<file path="src/utcz_pkg.sv">
// Types and constants of the UTC clock block.
// Used by every module of the block; depends on nothing.
package utcz_pkg;

	typedef enum logic [1:0] {
		CMD_INIT = 2'd0,
		CMD_GET  = 2'd1,
		CMD_SET  = 2'd2,
		CMD_ZONE = 2'd3
	} cmd_t;

	localparam int CMD_BITS = 2;
	localparam int CFG_IDX_BITS = 2;
	localparam logic [CFG_IDX_BITS-1:0] CFG_BOOT_VALID = 2'd0;
	localparam logic [CFG_IDX_BITS-1:0] CFG_BOOT_SECS  = 2'd1;
	localparam logic [CFG_IDX_BITS-1:0] CFG_BOOT_TZ    = 2'd2;

	localparam int BOOT_BITS = 39;
	localparam int TZ_BITS = 12;
	localparam int NS_BITS = 30;
	localparam int NS_SUM_BITS = 31;
	localparam int US_BITS = 64;

	// Microseconds split as (us >> 6) / 15625, long division in 16-bit digits.
	localparam int LO_BITS = 6;
	localparam int NUM_BITS = US_BITS - LO_BITS;
	localparam int TOP_BITS = 10;
	localparam int DIGIT_BITS = 16;
	localparam int STEPS = 3;
	localparam int REM_BITS = 14;
	localparam int REM_US_BITS = REM_BITS + LO_BITS;
	localparam int QUOT_BITS = 45;
	localparam int DIGIT_V_BITS = REM_BITS + DIGIT_BITS;
	localparam int RECIP_BITS = 32;
	localparam int PROD_BITS = DIGIT_V_BITS + RECIP_BITS;
	localparam int RECIP_SHIFT = 45;

	localparam logic [REM_BITS-1:0]   US_DIV_ODD = 14'd15625;
	localparam logic [RECIP_BITS-1:0] US_DIV_RECIP = 32'd2251799814;

	localparam logic [BOOT_BITS-1:0]   DEFAULT_BOOT_SECONDS = 39'd43200;
	localparam logic [9:0]             NS_PER_US = 10'd1000;
	localparam logic [NS_SUM_BITS-1:0] NS_PER_SEC = 31'd1000000000;
	localparam logic [NS_SUM_BITS-1:0] NS_TWO_SEC = 31'd2000000000;

	typedef struct packed {
		logic [NUM_BITS-1:0] num;
		logic [REM_BITS-1:0] rem;
		logic [LO_BITS-1:0]  lo;
		logic [NS_BITS-1:0]  base_ns;
	} div_beat_t;

endpackage

</file>
<file path="src/utcz_state.sv">
// Configuration registers, clock state and command decode of the UTC clock.
// Issues one division beat per get command. Depends on utcz_pkg.
module utcz_state #(
	parameter int SECONDS_BITS = 40
) (
	input  logic                                  clk,
	input  logic                                  arst_n,
	input  logic                                  cfg_valid,
	input  logic [utcz_pkg::CFG_IDX_BITS-1:0]     cfg_index,
	input  logic [utcz_pkg::BOOT_BITS-1:0]        cfg_data,
	input  logic                                  accept,
	input  logic [utcz_pkg::CMD_BITS-1:0]         cmd,
	input  logic [utcz_pkg::US_BITS-1:0]          now_us,
	input  logic signed [SECONDS_BITS-1:0]        set_seconds,
	input  logic [utcz_pkg::NS_BITS-1:0]          set_nanoseconds,
	input  logic signed [utcz_pkg::TZ_BITS-1:0]   new_tz_minutes,
	output logic                                  in_ready,
	output logic                                  out_valid,
	input  logic                                  out_ready,
	output utcz_pkg::div_beat_t                   out_beat,
	output logic signed [SECONDS_BITS-1:0]        out_sec
);

	localparam int DW = ((SECONDS_BITS > utcz_pkg::BOOT_BITS) ?
		SECONDS_BITS : utcz_pkg::BOOT_BITS) + 2;

	logic                                 boot_valid_q;
	logic [utcz_pkg::BOOT_BITS-1:0]       boot_secs_q;
	logic signed [utcz_pkg::TZ_BITS-1:0]  boot_tz_q;

	logic signed [utcz_pkg::TZ_BITS-1:0]  zone_q;
	logic [utcz_pkg::BOOT_BITS-1:0]       boot_reading_q;
	logic signed [SECONDS_BITS-1:0]       base_sec_q;
	logic [utcz_pkg::NS_BITS-1:0]         base_ns_q;
	logic [utcz_pkg::US_BITS-1:0]         base_us_q;
	logic                                 owned_q;

	logic                                 valid_s1;
	utcz_pkg::div_beat_t                  beat_s1;
	logic signed [SECONDS_BITS-1:0]       sec_s1;

	utcz_pkg::cmd_t                       op;
	logic                                 is_init;
	logic [utcz_pkg::BOOT_BITS-1:0]       boot_pick;
	logic [utcz_pkg::BOOT_BITS-1:0]       boot_src;
	logic signed [utcz_pkg::TZ_BITS-1:0]  mins;
	logic signed [DW-1:0]                 smax;
	logic signed [DW-1:0]                 boot_ext;
	logic signed [DW-1:0]                 boot_c;
	logic signed [DW-1:0]                 mins_ext;
	logic signed [DW-1:0]                 offset;
	logic signed [DW-1:0]                 diff;
	logic signed [SECONDS_BITS-1:0]       derived;
	logic [utcz_pkg::US_BITS-1:0]         elapsed;
	logic                                 load_get;

	always_comb begin
		op = utcz_pkg::cmd_t'(cmd);
		is_init = (op == utcz_pkg::CMD_INIT);
		boot_pick = boot_valid_q ? boot_secs_q : utcz_pkg::DEFAULT_BOOT_SECONDS;
		boot_src = is_init ? boot_pick : boot_reading_q;
		mins = is_init ? boot_tz_q : new_tz_minutes;
		smax = {{(DW - SECONDS_BITS + 1){1'b0}}, {(SECONDS_BITS - 1){1'b1}}};
		boot_ext = {{(DW - utcz_pkg::BOOT_BITS){1'b0}}, boot_src};
		boot_c = (boot_ext > smax) ? smax : boot_ext;
		mins_ext = {{(DW - utcz_pkg::TZ_BITS){mins[utcz_pkg::TZ_BITS-1]}}, mins};
		offset = (mins_ext <<< 6) - (mins_ext <<< 2);
		diff = boot_c - offset;
		derived = (diff > smax) ? smax[SECONDS_BITS-1:0] : diff[SECONDS_BITS-1:0];
		elapsed = now_us - base_us_q;
		load_get = accept && (op == utcz_pkg::CMD_GET);
	end

	always_ff @(posedge clk or negedge arst_n) begin
		if (!arst_n) begin
			boot_valid_q <= 1'b0;
			boot_secs_q <= '0;
			boot_tz_q <= '0;
		end else if (cfg_valid) begin
			case (cfg_index)
				utcz_pkg::CFG_BOOT_VALID: boot_valid_q <= cfg_data[0];
				utcz_pkg::CFG_BOOT_SECS:  boot_secs_q <= cfg_data;
				utcz_pkg::CFG_BOOT_TZ:    boot_tz_q <= cfg_data[utcz_pkg::TZ_BITS-1:0];
				default: ;
			endcase
		end
	end

	always_ff @(posedge clk or negedge arst_n) begin
		if (!arst_n) begin
			zone_q <= '0;
			boot_reading_q <= '0;
			base_sec_q <= '0;
			base_ns_q <= '0;
			base_us_q <= '0;
			owned_q <= 1'b0;
		end else if (accept) begin
			case (op)
				utcz_pkg::CMD_INIT: begin
					boot_reading_q <= boot_pick;
					zone_q <= boot_tz_q;
					base_sec_q <= derived;
					base_ns_q <= '0;
					base_us_q <= now_us;
				end
				utcz_pkg::CMD_GET: ;
				utcz_pkg::CMD_SET: begin
					base_sec_q <= set_seconds;
					base_ns_q <= set_nanoseconds;
					base_us_q <= now_us;
					owned_q <= 1'b1;
				end
				utcz_pkg::CMD_ZONE: begin
					if (new_tz_minutes != zone_q) begin
						zone_q <= new_tz_minutes;
						if (!owned_q) begin
							base_sec_q <= derived;
						end
					end
				end
				default: ;
			endcase
		end
	end

	assign in_ready = !valid_s1 || out_ready;

	always_ff @(posedge clk or negedge arst_n) begin
		if (!arst_n) begin
			valid_s1 <= 1'b0;
		end else if (in_ready) begin
			valid_s1 <= load_get;
		end
	end

	always_ff @(posedge clk) begin
		if (load_get && in_ready) begin
			beat_s1.num <= {{utcz_pkg::TOP_BITS{1'b0}},
				elapsed[utcz_pkg::US_BITS-utcz_pkg::TOP_BITS-1:utcz_pkg::LO_BITS]};
			beat_s1.rem <= {{(utcz_pkg::REM_BITS - utcz_pkg::TOP_BITS){1'b0}},
				elapsed[utcz_pkg::US_BITS-1:utcz_pkg::US_BITS-utcz_pkg::TOP_BITS]};
			beat_s1.lo <= elapsed[utcz_pkg::LO_BITS-1:0];
			beat_s1.base_ns <= base_ns_q;
			sec_s1 <= base_sec_q;
		end
	end

	assign out_valid = valid_s1;
	assign out_beat = beat_s1;
	assign out_sec = sec_s1;

endmodule

</file>
<file path="src/utcz_div_step.sv">
// One 16-bit digit of the long division of elapsed microseconds by 15625.
// Two stages: reciprocal multiply, then remainder. Depends on utcz_pkg.
module utcz_div_step #(
	parameter int SECONDS_BITS = 40,
	parameter int STEP = 0
) (
	input  logic                           clk,
	input  logic                           arst_n,
	input  logic                           in_valid,
	output logic                           in_ready,
	input  utcz_pkg::div_beat_t            in_beat,
	input  logic signed [SECONDS_BITS-1:0] in_sec,
	output logic                           out_valid,
	input  logic                           out_ready,
	output utcz_pkg::div_beat_t            out_beat,
	output logic signed [SECONDS_BITS-1:0] out_sec
);

	localparam int LSB = utcz_pkg::NUM_BITS - utcz_pkg::TOP_BITS -
		(STEP + 1) * utcz_pkg::DIGIT_BITS;

	logic                                    valid_s1;
	logic                                    valid_s2;
	logic                                    ready_s1;
	logic                                    ready_s2;
	utcz_pkg::div_beat_t                     beat_s1;
	utcz_pkg::div_beat_t                     beat_s2;
	logic signed [SECONDS_BITS-1:0]          sec_s1;
	logic signed [SECONDS_BITS-1:0]          sec_s2;
	logic [utcz_pkg::DIGIT_BITS-1:0]         quo_s1;
	logic [utcz_pkg::REM_BITS-1:0]           vlo_s1;

	logic [utcz_pkg::DIGIT_V_BITS-1:0]       digit_v;
	logic [utcz_pkg::PROD_BITS-1:0]          prod;
	logic [utcz_pkg::DIGIT_V_BITS-1:0]       qd;
	utcz_pkg::div_beat_t                     beat_next;

	always_comb begin
		digit_v = {in_beat.rem, in_beat.num[LSB +: utcz_pkg::DIGIT_BITS]};
		prod = {{utcz_pkg::RECIP_BITS{1'b0}}, digit_v} *
			{{utcz_pkg::DIGIT_V_BITS{1'b0}}, utcz_pkg::US_DIV_RECIP};
		qd = {{utcz_pkg::REM_BITS{1'b0}}, quo_s1} *
			{{utcz_pkg::DIGIT_BITS{1'b0}}, utcz_pkg::US_DIV_ODD};
		beat_next = beat_s1;
		beat_next.num[LSB +: utcz_pkg::DIGIT_BITS] = quo_s1;
		beat_next.rem = vlo_s1 - qd[utcz_pkg::REM_BITS-1:0];
	end

	assign ready_s2 = !valid_s2 || out_ready;
	assign ready_s1 = !valid_s1 || ready_s2;
	assign in_ready = ready_s1;

	always_ff @(posedge clk or negedge arst_n) begin
		if (!arst_n) begin
			valid_s1 <= 1'b0;
			valid_s2 <= 1'b0;
		end else begin
			if (ready_s1) begin
				valid_s1 <= in_valid;
			end
			if (ready_s2) begin
				valid_s2 <= valid_s1;
			end
		end
	end

	always_ff @(posedge clk) begin
		if (ready_s1 && in_valid) begin
			beat_s1 <= in_beat;
			sec_s1 <= in_sec;
			quo_s1 <= prod[utcz_pkg::RECIP_SHIFT +: utcz_pkg::DIGIT_BITS];
			vlo_s1 <= digit_v[utcz_pkg::REM_BITS-1:0];
		end
		if (ready_s2 && valid_s1) begin
			beat_s2 <= beat_next;
			sec_s2 <= sec_s1;
		end
	end

	assign out_valid = valid_s2;
	assign out_beat = beat_s2;
	assign out_sec = sec_s2;

endmodule

</file>
<file path="src/utcz_result.sv">
// Nanosecond carry, seconds saturation and the output register of the clock.
// Takes the finished division beat. Depends on utcz_pkg.
module utcz_result #(
	parameter int SECONDS_BITS = 40
) (
	input  logic                           clk,
	input  logic                           arst_n,
	input  logic                           in_valid,
	output logic                           in_ready,
	input  utcz_pkg::div_beat_t            in_beat,
	input  logic signed [SECONDS_BITS-1:0] in_sec,
	output logic                           out_valid,
	input  logic                           out_stall,
	output logic signed [SECONDS_BITS-1:0] utc_seconds,
	output logic [utcz_pkg::NS_BITS-1:0]   utc_nanoseconds
);

	localparam int SW = ((SECONDS_BITS > utcz_pkg::QUOT_BITS + 1) ?
		SECONDS_BITS : utcz_pkg::QUOT_BITS + 1) + 1;

	logic                                  valid_s1;
	logic                                  ready_s1;
	logic                                  ready_out;
	logic [utcz_pkg::NS_SUM_BITS-1:0]      ns_s1;
	logic [utcz_pkg::QUOT_BITS-1:0]        quo_s1;
	logic signed [SECONDS_BITS-1:0]        sec_s1;
	logic                                  out_valid_q;
	logic signed [SECONDS_BITS-1:0]        out_sec_q;
	logic [utcz_pkg::NS_BITS-1:0]          out_ns_q;

	logic [utcz_pkg::REM_US_BITS-1:0]      rem_us;
	logic [utcz_pkg::NS_SUM_BITS-1:0]      ns_sum;
	logic [1:0]                            carry;
	logic [utcz_pkg::NS_SUM_BITS-1:0]      ns_mod;
	logic [utcz_pkg::QUOT_BITS:0]          whole;
	logic signed [SW-1:0]                  smax;
	logic signed [SW-1:0]                  sum;
	logic signed [SECONDS_BITS-1:0]        sec_sat;

	always_comb begin
		rem_us = {in_beat.rem, in_beat.lo};
		ns_sum = {1'b0, in_beat.base_ns} +
			({{(utcz_pkg::NS_SUM_BITS - utcz_pkg::REM_US_BITS){1'b0}}, rem_us} *
			{{(utcz_pkg::NS_SUM_BITS - 10){1'b0}}, utcz_pkg::NS_PER_US});
		if (ns_s1 >= utcz_pkg::NS_TWO_SEC) begin
			carry = 2'd2;
			ns_mod = ns_s1 - utcz_pkg::NS_TWO_SEC;
		end else if (ns_s1 >= utcz_pkg::NS_PER_SEC) begin
			carry = 2'd1;
			ns_mod = ns_s1 - utcz_pkg::NS_PER_SEC;
		end else begin
			carry = 2'd0;
			ns_mod = ns_s1;
		end
		whole = {1'b0, quo_s1} + {{(utcz_pkg::QUOT_BITS - 1){1'b0}}, carry};
		smax = {{(SW - SECONDS_BITS + 1){1'b0}}, {(SECONDS_BITS - 1){1'b1}}};
		sum = {{(SW - SECONDS_BITS){sec_s1[SECONDS_BITS-1]}}, sec_s1} +
			{{(SW - utcz_pkg::QUOT_BITS - 1){1'b0}}, whole};
		sec_sat = (sum > smax) ? smax[SECONDS_BITS-1:0] : sum[SECONDS_BITS-1:0];
	end

	assign ready_out = !out_valid_q || !out_stall;
	assign ready_s1 = !valid_s1 || ready_out;
	assign in_ready = ready_s1;

	always_ff @(posedge clk or negedge arst_n) begin
		if (!arst_n) begin
			valid_s1 <= 1'b0;
			out_valid_q <= 1'b0;
		end else begin
			if (ready_s1) begin
				valid_s1 <= in_valid;
			end
			if (ready_out) begin
				out_valid_q <= valid_s1;
			end
		end
	end

	always_ff @(posedge clk) begin
		if (ready_s1 && in_valid) begin
			ns_s1 <= ns_sum;
			quo_s1 <= in_beat.num[utcz_pkg::QUOT_BITS-1:0];
			sec_s1 <= in_sec;
		end
		if (ready_out && valid_s1) begin
			out_sec_q <= sec_sat;
			out_ns_q <= ns_mod[utcz_pkg::NS_BITS-1:0];
		end
	end

	assign out_valid = out_valid_q;
	assign utc_seconds = out_sec_q;
	assign utc_nanoseconds = out_ns_q;

endmodule

</file>
<file path="src/utc_clock_with_zone_offset.sv">
// UTC wall clock anchored to a free-running microsecond count.
// Depends on utcz_pkg, utcz_state, utcz_div_step and utcz_result.
//
// Input channel (in_valid / in_stall) carries one command beat: init,
// get time, set time or set zone offset, with the current microsecond
// count. Only get time produces a beat on the output channel
// (out_valid / out_stall) with UTC seconds and nanoseconds.
// Configuration (cfg_valid / cfg_ready, always ready) writes the boot
// time valid flag, boot local seconds and boot zone offset by index.
// Init, set and zone commands take effect at the accepting edge, so the
// next beat already sees the new clock state.
// Throughput: one beat per cycle while out_stall is low; the division of
// the elapsed count runs as three pipelined 16-bit digits, each a 30x32
// multiply. Reset clears the configuration and clock state to zero and
// empties the pipeline. While the receiver stalls, results queue in the
// pipeline stages (up to nine); in_stall rises only once all of them are
// full.
module utc_clock_with_zone_offset #(
	parameter int SECONDS_BITS = 40
) (
	input  logic                                clk,
	input  logic                                arst_n,
	input  logic                                cfg_valid,
	output logic                                cfg_ready,
	input  logic [utcz_pkg::CFG_IDX_BITS-1:0]   cfg_index,
	input  logic [utcz_pkg::BOOT_BITS-1:0]      cfg_data,
	input  logic                                in_valid,
	output logic                                in_stall,
	input  logic [utcz_pkg::CMD_BITS-1:0]       cmd,
	input  logic [utcz_pkg::US_BITS-1:0]        now_us,
	input  logic signed [SECONDS_BITS-1:0]      set_seconds,
	input  logic [utcz_pkg::NS_BITS-1:0]        set_nanoseconds,
	input  logic signed [utcz_pkg::TZ_BITS-1:0] new_tz_minutes,
	output logic                                out_valid,
	input  logic                                out_stall,
	output logic signed [SECONDS_BITS-1:0]      utc_seconds,
	output logic [utcz_pkg::NS_BITS-1:0]        utc_nanoseconds
);

	localparam int NS = utcz_pkg::STEPS;

	logic                           accept;
	logic                           in_ready;
	logic [NS:0]                    vld;
	logic [NS:0]                    rdy;
	utcz_pkg::div_beat_t            beat [0:NS];
	logic signed [SECONDS_BITS-1:0] sec  [0:NS];

	assign cfg_ready = 1'b1;
	assign in_stall = !in_ready;
	assign accept = in_valid && in_ready;

	utcz_state #(
		.SECONDS_BITS(SECONDS_BITS)
	) u_state (
		.clk             (clk),
		.arst_n          (arst_n),
		.cfg_valid       (cfg_valid),
		.cfg_index       (cfg_index),
		.cfg_data        (cfg_data),
		.accept          (accept),
		.cmd             (cmd),
		.now_us          (now_us),
		.set_seconds     (set_seconds),
		.set_nanoseconds (set_nanoseconds),
		.new_tz_minutes  (new_tz_minutes),
		.in_ready        (in_ready),
		.out_valid       (vld[0]),
		.out_ready       (rdy[0]),
		.out_beat        (beat[0]),
		.out_sec         (sec[0])
	);

	for (genvar g = 0; g < NS; g++) begin : g_step
		utcz_div_step #(
			.SECONDS_BITS(SECONDS_BITS),
			.STEP(g)
		) u_step (
			.clk       (clk),
			.arst_n    (arst_n),
			.in_valid  (vld[g]),
			.in_ready  (rdy[g]),
			.in_beat   (beat[g]),
			.in_sec    (sec[g]),
			.out_valid (vld[g+1]),
			.out_ready (rdy[g+1]),
			.out_beat  (beat[g+1]),
			.out_sec   (sec[g+1])
		);
	end

	utcz_result #(
		.SECONDS_BITS(SECONDS_BITS)
	) u_result (
		.clk             (clk),
		.arst_n          (arst_n),
		.in_valid        (vld[NS]),
		.in_ready        (rdy[NS]),
		.in_beat         (beat[NS]),
		.in_sec          (sec[NS]),
		.out_valid       (out_valid),
		.out_stall       (out_stall),
		.utc_seconds     (utc_seconds),
		.utc_nanoseconds (utc_nanoseconds)
	);

endmodule

</file>
<file path="config.mk">
export PLATFORM = sky130hd
export DESIGN_NAME = utc_clock_with_zone_offset
export DESIGN_NICKNAME = d
export VERILOG_FILES = /design/src/utcz_pkg.sv /design/src/utcz_state.sv /design/src/utcz_div_step.sv /design/src/utcz_result.sv /design/src/utc_clock_with_zone_offset.sv
export SDC_FILE = /design/constraint.sdc
export NUM_CORES = 2
export LEC_CHECK = 0
export ABC_CLOCK_PERIOD_IN_PS = 16300
export BUFFER_PORTS_ARGS = -buffer_cell sky130_fd_sc_hd__buf_2
export CAP_MARGIN = 20
export CORE_MARGIN = 2
export CORE_UTILIZATION = 40
export DETAILED_ROUTE_END_ITERATION = 12
export GPL_TIMING_DRIVEN = 0
export HOLD_SLACK_MARGIN = 0.08
export SKIP_CTS_REPAIR_TIMING = 1
export SLEW_MARGIN = 10
export SYNTH_ARGS = -nofsm -noshare
export SYNTH_HDL_FRONTEND = slang
export SYNTH_SLANG_ARGS = --single-unit
export TNS_END_PERCENT = 20
</file>
<file path="constraint.sdc">
create_clock -name clk -period 16.3 [get_ports clk]
set_clock_uncertainty 0.2 [all_clocks]
set_input_delay 2.445 -clock clk [delete_from_list [all_inputs] [get_ports clk]]
set_output_delay 2.445 -clock clk [all_outputs]
set_load 0.01 [all_outputs]
</file>
==> impl_metrics.json <==
{
  "rr_worst_depth": 26,
  "period_share": 0.6029,
  "grt_pass1_vias": 64988,
  "yosysUniqueCellTypes": 87,
  "drtIter0Drc": 3489,
  "min_to": "g_step[2].u_step.beat_next[31]$_DFFE_PP_",
  "cp.arrival_ps": 10260,
  "min_path_type": "reg -> reg",
  "r2r_end": "g_step[1].u_step.quo_s1[13]$_DFFE_PP_",
  "synth_ff_type": "edfxtp_1",
  "crit_fanout": 16,
  "wl_per_cell_um": 20.26,
  "cts.sinks": 1377,
  "cts-htree-levels": 4,
  "first_pass_iters": 6,
  "whs_ps": 165.9,
  "tightestPinTransition_ps": 1070,
  "numCtsBuffers": 153,
  "yosysSeqAreaShare": 0.3963,
  "critPathLaunchType": "input pin",
  "final_nets": 11388,
  "syn_area_um2": 101200,
  "netlist_instances": 8347,
  "tns_ps": 0,
  "die_x_um": 507.1,
  "io_pins": 267,
  "r2r-start": "g_step[0].u_step.out_beat[70]$_DFFE_PP_",
  "synthToLayoutAreaGrowth_pct": 11.54,
  "syn_nets": 10931,
  "dp_hpwl_um": 207900,
  "max-slew-margin-rel": 0.2770,
  "final-hold-violation-count": 0,
  "crit_type": "in -> reg",
  "clk_path_buf_depth": 3,
  "drt_wl_total_um": 249100,
  "die_area_um2": 257100,
  "drive_above_1_share": 0.07548,
  "maxCapViolations": 0,
  "overflow": 0,
  "start_util": 0.4027,
  "rsz0062_at_grt": "false",
  "fin_crit_ps": 9828,
  "run_status": "completed",
  "antenna_found_initial": 28,
  "fill_cells": 23108,
  "ys_ff_latch": 1377,
  "slew_violations": 0,
  "cts.reportedPaths.clkPinSlew_ps": 60,
  "cts_tree": "built",
  "placementRows": 184,
  "drc_errors": 0,
  "ys_warn_count": 0,
  "portBuffers": 264,
  "core_area_um2": 251400,
  "place_area_um2": 107600,
  "fmax_ghz": 0.1018,
  "crit_path_end_kind": "flop",
  "vias": 61043,
  "ff2ff_setup_slack_ps": 7050,
  "root_buffer": "clkbuf_16",
  "async_reset_ff_frac": 0.1794,
  "fin_area_um2": 112900,
  "syn_avg_cell_area_um2": 12.13,
  "min_from": "g_step[1].u_step.out_beat[31]$_DFFE_PP_",
  "grt_pass1_wl_um": 387800,
  "vias_per_cell": 4.966,
  "hold_depth": 0,
  "finalSetupViolations": 0,
  "synth_enable_flop_cells": 1130,
  "gp_congestion": 0.9328,
  "grt_start_max_net_pins": 103,
  "ant_nets": 0,
  "insertion_delay_ps": 800,
  "cp.required_ps": 16740,
  "track_usage": 0.1975,
  "die_y_um": 507.1
}
[area by class of cell]
| type | count | area (µm²) | area share |
|---|---|---|---|
| antenna | 16 | 40.04 | 0.0003546 |
| buffer | 120 | 478.0 | 0.004233 |
| clock buffer | 181 | 4024 | 0.03564 |
| clock inverter | 99 | 1189 | 0.01053 |
| inverter | 1761 | 6610 | 0.05854 |
| multi-input combinational | 5089 | 54090 | 0.4790 |
| sequential | 1377 | 40110 | 0.3553 |
| tap | 3348 | 4189 | 0.03710 |
| timing repair buffer | 302 | 2183 | 0.01934 |
[layer usage]
layer | global-route usage | up-vias | part of all wire
met5 | 0 | - | 0.00016
li1 | - | 28905 | -
met3 | 0.02158 | 305 | 0.034
met1 | 0.2676 | 30754 | 0.45
met2 | 0.3367 | 1071 | 0.49
met4 | 0.05240 | 8 | 0.026
[synth_stat cells (88+ instances only)]
| library cell | instances | share of area |
|---|---|---|
| nand2b_1 | 88 | 0.0054 |
| nand2_1 | 371 | 0.014 |
| a21o_1 | 166 | 0.012 |
| fa_1 | 1007 | 0.20 |
| a21oi_1 | 271 | 0.013 |
| xnor2_1 | 234 | 0.020 |
| clkbuf_1 | 102 | 0.0038 |
| o21ai_0 | 245 | 0.012 |
| inv_1 | 1761 | 0.065 |
| edfxtp_1 | 1130 | 0.34 |
| nand3_1 | 118 | 0.0058 |
| xor2_1 | 112 | 0.0097 |
| ha_1 | 1383 | 0.17 |
| nor2_1 | 294 | 0.011 |
| dfrtp_1 | 247 | 0.061 |
[worst max path at each step]
stage / from / to / slack, ps / cells after the start
floorplan: out_stall / g_step[1].u_step.beat_next[0]$_DFFE_PP_ / 6500 / 5
global placement: out_stall / u_state.out_beat[71]$_DFFE_PP_ / 1930 / 8
detailed placement: cmd[1] / u_state.base_sec_q[34]$_DFFE_PN0P_ / 5720 / 27
CTS: cmd[1] / u_state.base_sec_q[34]$_DFFE_PN0P_ / 6580 / 26
global route: cmd[1] / u_state.base_sec_q[29]$_DFFE_PN0P_ / 6010 / 27
finish: cmd[1] / u_state.base_sec_q[29]$_DFFE_PN0P_ / 6470 / 27
[cells in the final DEF (no fill, tap or decap), types with 16 or more instances in the layout]
| cell type | instances |
|---|---|
| clkinv_2 | 23 |
| a211oi_1 | 34 |
| and2_1 | 18 |
| mux2_2 | 58 |
| diode_2 | 16 |
| xnor2_1 | 234 |
| o21a_1 | 51 |
| o21ai_0 | 245 |
| mux2i_1 | 27 |
| inv_1 | 1761 |
| a21o_1 | 166 |
| o21bai_1 | 42 |
| nand4_1 | 59 |
| nor2_1 | 293 |
| ha_1 | 1383 |
| edfxtp_1 | 1130 |
| clkinv_1 | 24 |
| a221oi_1 | 42 |
| and3_1 | 34 |
| buf_2 | 269 |
| buf_16 | 18 |
| clkbuf_16 | 153 |
| nand3_1 | 118 |
| xor2_1 | 112 |
| nand2_1 | 371 |
| clkbuf_1 | 120 |
| dfrtp_1 | 247 |
| nor3_1 | 49 |
| nor2b_1 | 39 |
| nand2b_1 | 88 |
| a31oi_1 | 69 |
| a21oi_1 | 271 |
| or2_2 | 31 |
| fa_1 | 1007 |
[cell families after synthesis]
group	count (synthesis)	share of synthesized area
compound gates	1085	0.06911
xor+xnor	346	0.02994
fa+ha+maj	2391	0.3702
buf+inv	1881	0.07001
flops	1377	0.3963
mux	85	0.009122
other cells	1	0.00003704
simple gates	1181	0.05535
[through the flow]
step / utilization / setup slack, ps / std cells
finish: 0.4491 / 6472 / 12293
global route: 0.4491 / 6013 / 12289
CTS: 0.4489 / 6576 / 12276
detailed placement: 0.4282 / 5718 / 11996
global placement: 0.4246 / 1935 / 11959
floorplan: - / 6496 / 8347
[sequential cells by signal (all words and copies together), names as in the netlist, 40 cells and up]
name / count
g_step.u_step.beat_next: 198
g_step.u_step.out_beat: 285
g_step.u_step.out_sec: 120
g_step.u_step.quo_s1: 45
g_step.u_step.sec_s1: 120
g_step.u_step.vlo_s1: 40
u_result.quo_s1: 45
u_result.sec_s1: 40
u_result.utc_seconds: 40
u_state.base_sec_q: 40
u_state.base_us_q: 64
u_state.out_beat: 94
u_state.out_sec: 40
[critical path, stage by stage]
cell and delay, ps:
buf_2 100, clkbuf_1 440, nor2_1 740, clkbuf_1 440, buf_1 490, nand2_1 100
nand2_1 140, inv_1 70, ha_1 340, a21oi_1 230, o21ai_0 170, a211oi_1 330
o21ai_0 230, a311o_1 480, buf_8 240, ha_1 270, clkbuf_1 320, nand4_1 220
inv_1 90, nand3_1 90, nor4_1 430, o21a_1 250, o2111ai_1 180, a31oi_1 220
mux2i_1 280, clkbuf_1 650, a221oi_1 210
Power is not shown: default switching activity piles up to over one toggle a cycle in this logic, so the estimate is an artifact.
